**config.mk**
```make
export PLATFORM = sky130hd
export DESIGN_NAME = modbus_ascii_to_rtu_converter
export DESIGN_NICKNAME = d
export VERILOG_FILES = /design/src/rtl/core/mbconv_pkg.sv /design/src/rtl/core/mbconv_frame.sv /design/src/rtl/core/modbus_ascii_to_rtu_converter.sv
export SDC_FILE = /design/constraint.sdc
export NUM_CORES = 1
export LEC_CHECK = 0
export ABC_AREA = 1
export BUFFER_PORTS_ARGS = -buffer_cell sky130_fd_sc_hd__buf_2
export CAP_MARGIN = 20
export CELL_PAD_IN_SITES_DETAIL_PLACEMENT = 0
export CELL_PAD_IN_SITES_GLOBAL_PLACEMENT = 1
export CORE_UTILIZATION = 45
export CTS_CLUSTER_SIZE = 16
export DETAILED_ROUTE_END_ITERATION = 16
export PLACE_DENSITY_LB_ADDON = 0.1
export SYNTH_ARGS = -nofsm -noshare
export SYNTH_HDL_FRONTEND = slang
export SYNTH_SLANG_ARGS = --single-unit
```
**constraint.sdc**
```tcl
create_clock -name clk -period 9.7 [get_ports clk]
set_clock_uncertainty 0.05 [all_clocks]
set_input_delay 2.91 -clock clk [delete_from_list [all_inputs] [get_ports clk]]
set_output_delay 2.91 -clock clk [all_outputs]
set_load 0.02 [all_outputs]
```
**src/rtl/core/mbconv_pkg.sv**
```systemverilog
// shared types, constants and functions for the modbus ascii to rtu converter
package mbconv_pkg;

    localparam logic [7:0]  FRAME_MARK = 8'h3A;
    localparam logic [15:0] CRC_INIT   = 16'hFFFF;
    localparam logic [15:0] CRC_POLY   = 16'hA001;
    localparam int          MAX_RES    = 3;
    localparam int          QUEUE_DEPTH = 4;

    typedef enum logic [1:0] {
        STATUS_OK       = 2'd0,
        STATUS_NO_COLON = 2'd1,
        STATUS_SHORT    = 2'd2
    } status_t;

    typedef struct packed {
        logic [7:0] rtu_byte;
        logic       frame_end;
        status_t    status;
    } res_t;

    typedef struct packed {
        logic [1:0] count;
        res_t [MAX_RES-1:0] res;
    } res_group_t;

    function automatic logic [3:0] digit_value(input logic [7:0] c);
        logic [3:0] v;
        v = 4'd0;
        case (c) inside
            [8'h30:8'h39]: v = 4'(c - 8'h30);
            [8'h41:8'h46]: v = 4'(c - 8'h37);
            [8'h61:8'h66]: v = 4'(c - 8'h57);
            default:       v = 4'd0;
        endcase
        return v;
    endfunction

    function automatic logic [15:0] crc_byte(input logic [15:0] crc, input logic [7:0] b);
        logic [15:0] r;
        r = crc ^ {8'h00, b};
        for (int k = 0; k < 8; k++)
        begin
            if (r[0])
                r = (r >> 1) ^ CRC_POLY;
            else
                r = r >> 1;
        end
        return r;
    endfunction

endpackage

```
**src/rtl/core/mbconv_frame.sv**
```systemverilog
// frame state, hex pairing, byte hold-back and crc for one beat per cycle while step is high
module mbconv_frame import mbconv_pkg::*;
(
    input  logic       clk,
    input  logic       rst_n,
    input  logic       step,
    input  logic [7:0] ascii_char,
    input  logic       last_char,
    output res_group_t group
);

    logic        at_start_reg, at_start_next;
    logic        low_next_reg, low_next_next;
    logic [3:0]  high_reg, high_next;
    logic [7:0]  pend_reg, pend_next;
    logic        pend_valid_reg, pend_valid_next;
    logic [15:0] crc_reg, crc_next;
    logic        rejected_reg, rejected_next;

    logic [3:0]  dv;
    logic [7:0]  new_byte;
    logic        completed;
    logic [15:0] crc_upd;
    logic        clear;

    assign dv       = digit_value(ascii_char);
    assign new_byte = {high_reg, dv};
    assign crc_upd  = crc_byte(crc_reg, pend_reg);

    always_comb
    begin
        at_start_next   = at_start_reg;
        low_next_next   = low_next_reg;
        high_next       = high_reg;
        pend_next       = pend_reg;
        pend_valid_next = pend_valid_reg;
        crc_next        = crc_reg;
        rejected_next   = rejected_reg;
        completed       = 1'b0;
        clear           = 1'b0;
        group.count     = 2'd0;
        for (int k = 0; k < MAX_RES; k++)
        begin
            group.res[k] = '{rtu_byte: 8'h00, frame_end: 1'b0, status: STATUS_OK};
        end

        if (at_start_reg)
        begin
            at_start_next = 1'b0;
            if (ascii_char != FRAME_MARK)
                rejected_next = 1'b1;
            if (last_char)
            begin
                group.count = 2'd1;
                group.res[0].frame_end = 1'b1;
                group.res[0].status = (ascii_char != FRAME_MARK) ? STATUS_NO_COLON
                                                                 : STATUS_SHORT;
                clear = 1'b1;
            end
        end
        else if (rejected_reg)
        begin
            if (last_char)
            begin
                group.count = 2'd1;
                group.res[0].frame_end = 1'b1;
                group.res[0].status = STATUS_NO_COLON;
                clear = 1'b1;
            end
        end
        else
        begin
            if (!low_next_reg)
            begin
                high_next     = dv;
                low_next_next = 1'b1;
            end
            else
            begin
                low_next_next = 1'b0;
                completed     = 1'b1;
            end

            if (!last_char)
            begin
                if (completed)
                begin
                    if (pend_valid_reg)
                    begin
                        crc_next = crc_upd;
                        group.count = 2'd1;
                        group.res[0].rtu_byte = pend_reg;
                    end
                    pend_next       = new_byte;
                    pend_valid_next = 1'b1;
                end
            end
            else
            begin
                clear = 1'b1;
                if (pend_valid_reg)
                begin
                    group.count = 2'd3;
                    group.res[0].rtu_byte = pend_reg;
                    group.res[1].rtu_byte = crc_upd[7:0];
                    group.res[2].rtu_byte = crc_upd[15:8];
                    group.res[2].frame_end = 1'b1;
                end
                else
                begin
                    group.count = 2'd2;
                    group.res[0].rtu_byte = crc_reg[7:0];
                    group.res[1].rtu_byte = crc_reg[15:8];
                    group.res[1].frame_end = 1'b1;
                end
            end
        end

        if (clear)
        begin
            at_start_next   = 1'b1;
            low_next_next   = 1'b0;
            high_next       = 4'd0;
            pend_next       = 8'h00;
            pend_valid_next = 1'b0;
            crc_next        = CRC_INIT;
            rejected_next   = 1'b0;
        end
    end

    always_ff @(posedge clk or negedge rst_n)
    begin
        if (!rst_n)
        begin
            at_start_reg   <= 1'b1;
            low_next_reg   <= 1'b0;
            high_reg       <= 4'd0;
            pend_reg       <= 8'h00;
            pend_valid_reg <= 1'b0;
            crc_reg        <= CRC_INIT;
            rejected_reg   <= 1'b0;
        end
        else if (step)
        begin
            at_start_reg   <= at_start_next;
            low_next_reg   <= low_next_next;
            high_reg       <= high_next;
            pend_reg       <= pend_next;
            pend_valid_reg <= pend_valid_next;
            crc_reg        <= crc_next;
            rejected_reg   <= rejected_next;
        end
    end

endmodule

```
**src/rtl/core/modbus_ascii_to_rtu_converter.sv**
```systemverilog
// top level: modbus ascii to rtu converter with a short result queue
// Takes one ASCII character per beat, with last_char marking the end of the
// frame, and gives the RTU bytes of the frame followed by the CRC-16 low and
// high bytes, or a single status beat for a frame with no colon or only the
// colon. Each character is decoded in the cycle it is taken. Its results enter
// a four-entry queue at that edge: at most one result, or up to three at a
// frame end. The first is offered once the results ahead of it have left, and
// the rest follow one per cycle while out_ready is high. The input stalls while
// more than one result would be left waiting after the current output beat.
// With out_ready held high a character is taken every cycle, except while the CRC bytes of a frame end drain.
module modbus_ascii_to_rtu_converter import mbconv_pkg::*;
(
    input  logic       clk,
    input  logic       rst_n,
    input  logic       in_valid,
    output logic       in_ready,
    input  logic [7:0] ascii_char,
    input  logic       last_char,
    output logic       out_valid,
    input  logic       out_ready,
    output logic [7:0] rtu_byte,
    output logic       frame_end,
    output logic [1:0] status
);

    res_t [QUEUE_DEPTH-1:0] q_reg, q_next;
    logic [2:0]             count_reg, count_next;
    logic [2:0]             base;
    logic                   pop;
    logic                   push;
    res_group_t             group;

    assign pop       = (count_reg != 3'd0) && out_ready;
    assign base      = count_reg - {2'd0, pop};
    assign in_ready  = (base <= 3'd1);
    assign push      = in_valid && in_ready;
    assign out_valid = (count_reg != 3'd0);
    assign rtu_byte  = q_reg[0].rtu_byte;
    assign frame_end = q_reg[0].frame_end;
    assign status    = q_reg[0].status;

    mbconv_frame u_frame
    (
        .clk        (clk),
        .rst_n      (rst_n),
        .step       (push),
        .ascii_char (ascii_char),
        .last_char  (last_char),
        .group      (group)
    );

    always_comb
    begin
        q_next = q_reg;
        if (pop)
        begin
            for (int i = 0; i < QUEUE_DEPTH - 1; i++)
            begin
                q_next[i] = q_reg[i+1];
            end
        end
        if (push)
        begin
            for (int i = 0; i < QUEUE_DEPTH; i++)
            begin
                for (int k = 0; k < MAX_RES; k++)
                begin
                    if ((3'(k) < {1'b0, group.count}) && (base + 3'(k) == 3'(i)))
                        q_next[i] = group.res[k];
                end
            end
            count_next = base + {1'b0, group.count};
        end
        else
        begin
            count_next = base;
        end
    end

    always_ff @(posedge clk or negedge rst_n)
    begin
        if (!rst_n)
            count_reg <= 3'd0;
        else
            count_reg <= count_next;
    end

    always_ff @(posedge clk)
    begin
        q_reg <= q_next;
    end

endmodule

```
==> reports/metrics.csv <==
metric;value;unit
status;completed;
path_buf_inv;5;
postCtsSetupBuffers;0;
ys_types;48;
dr.pass1.iters;5;
regArea;0.001888;mm2
drive_above_1_share;0.1456;
cp.arrival;5.33;ns
io_pins;26;
root_buffer;clkbuf_8;
period_share;0.8546;
cts_made_buffers;9;
p_leak;0.002472;uW
worstSkewPairLatency;0.37;ns
synthTopCellsByArea;dfxtp_1, nand2_1, dfrtp_1;
async_flop_share;0.4430;
fin_tns_setup;0;ns
diodes;0;
die-area;0.01155;mm2
hp-class;flip-flop to flip-flop;
initial_core_util;0.4619;
dpl.hpwl;10.62;mm
cp-start-kind;input pin;
wl;14.30;mm
maxCapViolCount;0;
syn-num-nets;694;
largest_reg_flops;33;
crit_type;input pin to output pin;
yosysTopAreaCell;dfxtp_1;
overflow;0;
finalSetupViolCount;0;
fill_cells;1102;
die_x;107.5;um
fmax;0.1206;GHz
clockBufferDepth;2;
wl_per_cell;17.29;um
grt_pass1_wl;23.58;mm
final.min_clock_period;8.290;ns
finalWorstSetupSlack;1.410;ns
dp.cells;811;
grt_max_degree;36;
worstPathMaxFanout;34;
finalNonFillerCells;827;
antenna_found_initial;0;
crit_slowest_cell;buf_4;
p_per_area;372.8;mW/mm2
finalMaxSlewViolations;0;
portBuffers;25;
ant_nets;0;
ys.flop_type;dfxtp_1;
cts.clk_slew.worst_paths;0.08;ns
required;6.74;ns
synth_top_cell_area_share;0.1319;
slew-limit-headroom;0.4596;
syn_avg_cell_area;7.462;um2
end_kind;output pin;
ys_seq_area_frac;0.3771;
place_congestion;0.8712;
vias;4606;
post_cts_resized;0;
grt_setup_unrepaired;false;
finalHoldViolations;0;
drt-initial-drc-count;329;
core_area;0.01084;mm2
synth_cells;671;
cp_top_family;buffers and inverters;
syn_area;0.005007;mm2
grt_usage;0.2697;
slowest_delay;0.42;ns
cts_tree;yes;
die_y;107.5;um
ctsHoldBuffers;0;
htree_levels;3;
post-route-drc-count;0;
crit_chain;buf_2, nand2_1, buf_4, inv_1, ha_1, ha_1, or2_2, nand2_1, inv_1, ha_1, nand2_1, o21ai_2, buf_2;
syn_to_final_growth;6.597;%
grt_pass1_vias;4418;
row_count;38;
synth_edf_count;11;
viasPerCell;5.570;
ys_ff_latch;79;
pre_cts_ws;1.406;ns
ys_warn_count;0;
synth_commonest_cells;nand2_1, inv_1, nor2_1;
nNetsFinal;705;
synth_most_common_cell;nand2_1;
max_slew.worst_pin.slew;0.8106;ns
vdd_ir_drop_max;144.6;uV
clkSinkCount;79;
multiInputGateArea;0.002569;mm2
==> cells by family (layout without fill, tap and decap cells) <==
group,count (synthesis),count (layout),synth area share
and+or+nand+nor,248,248,0.2074
AOI/OAI and AO/OA,168,168,0.2082
buffers and inverters,129,145,0.1099
DFF,79,79,0.3771
muxes,25,25,0.04998
xor gates and xnor gates,12,12,0.02099
adders and majority gates,10,10,0.02649
==> placed cells by master, fill, tap and decap left out, types with 16 or more instances in the layout <==
cell and instances:
a21oi_1 27, a22oi_1 19, buf_2 25, dfrtp_1 18
dfstp_2 17, dfxtp_1 33, inv_1 86, mux2i_1 25
nand2_1 138, nand3_1 25, nor2_1 58, o21ai_0 51
o22ai_1 16
==> worst register-to-register path, stage by stage, from the launching register on <==
cell and delay, ns:
dfrtp_1 0.37, inv_1 0.07, nand3_1 0.10, nand2_1 0.07, buf_4 0.42, inv_1 0.35
ha_1 0.28, ha_1 0.39, inv_1 0.08, nor2_1 0.11, inv_2 0.10, o21ai_2 0.17
nand2_2 0.05, buf_4 0.27, inv_2 0.44, nand2_1 0.21, nor2_2 0.43, inv_1 0.15
o21ai_0 0.21
==> power breakdown <==
group	total, uW	switching, uW	internal [uW]
sequential	593	87.0	506
clock	231	136	95.0
combinational	1170	788	378
total	1990	1010	979
==> worst paths after layout <==
kind / start / end / slack (ns) / cells past startpoint
worst min register to register: status[1] / status[1] / 0.44 / 2
worst min-delay path: status[1] / status[1] / 0.44 / 2
worst max-delay path: out_ready / in_ready / 1.41 / 13
max in group asynchronous: rst_n / u_frame.low_next_reg / 6.51 / 1
min in group asynchronous: rst_n / u_frame.pend_reg[1] / 2.58 / 1
worst max register to register: count_reg[0] / u_frame.pend_reg[3] / 5.29 / 18
==> per-layer routing <==
metal	wire (um)	track usage	share of wire	vias to the layer above
met4	295	0.1008	0.021	0
met1	6569	0.3668	0.46	2202
met2	6792	0.4364	0.47	122
met3	644	0.03390	0.045	24
li1	-	-	-	2258
met5	0	0	0	-
==> area by class of cell <==
type | instances | area share
clock buffers | 9 | 0.02321
clock inverters | 7 | 0.01031
inverters | 101 | 0.07103
multi-input cells | 463 | 0.4812
flip-flops and latches | 79 | 0.3537
well taps | 140 | 0.03282
repair buffers | 28 | 0.02766
==> stage by stage <==
step           hold slack [ns]  power [uW]  cell area [um2]    util
3_5_place_dp            0.4343        1750             5159  0.4759
3_3_place_gp            0.4287        1734             5159  0.4759
2_1_floorplan           0.4131        1483             5007       -
6_report                0.4443        1990             5338  0.4924
5_1_grt                 0.4657        2169             5338  0.4924
4_1_cts                 0.4479        1988             5338  0.4924
No activity file was read; power rests on OpenSTA's default activity.
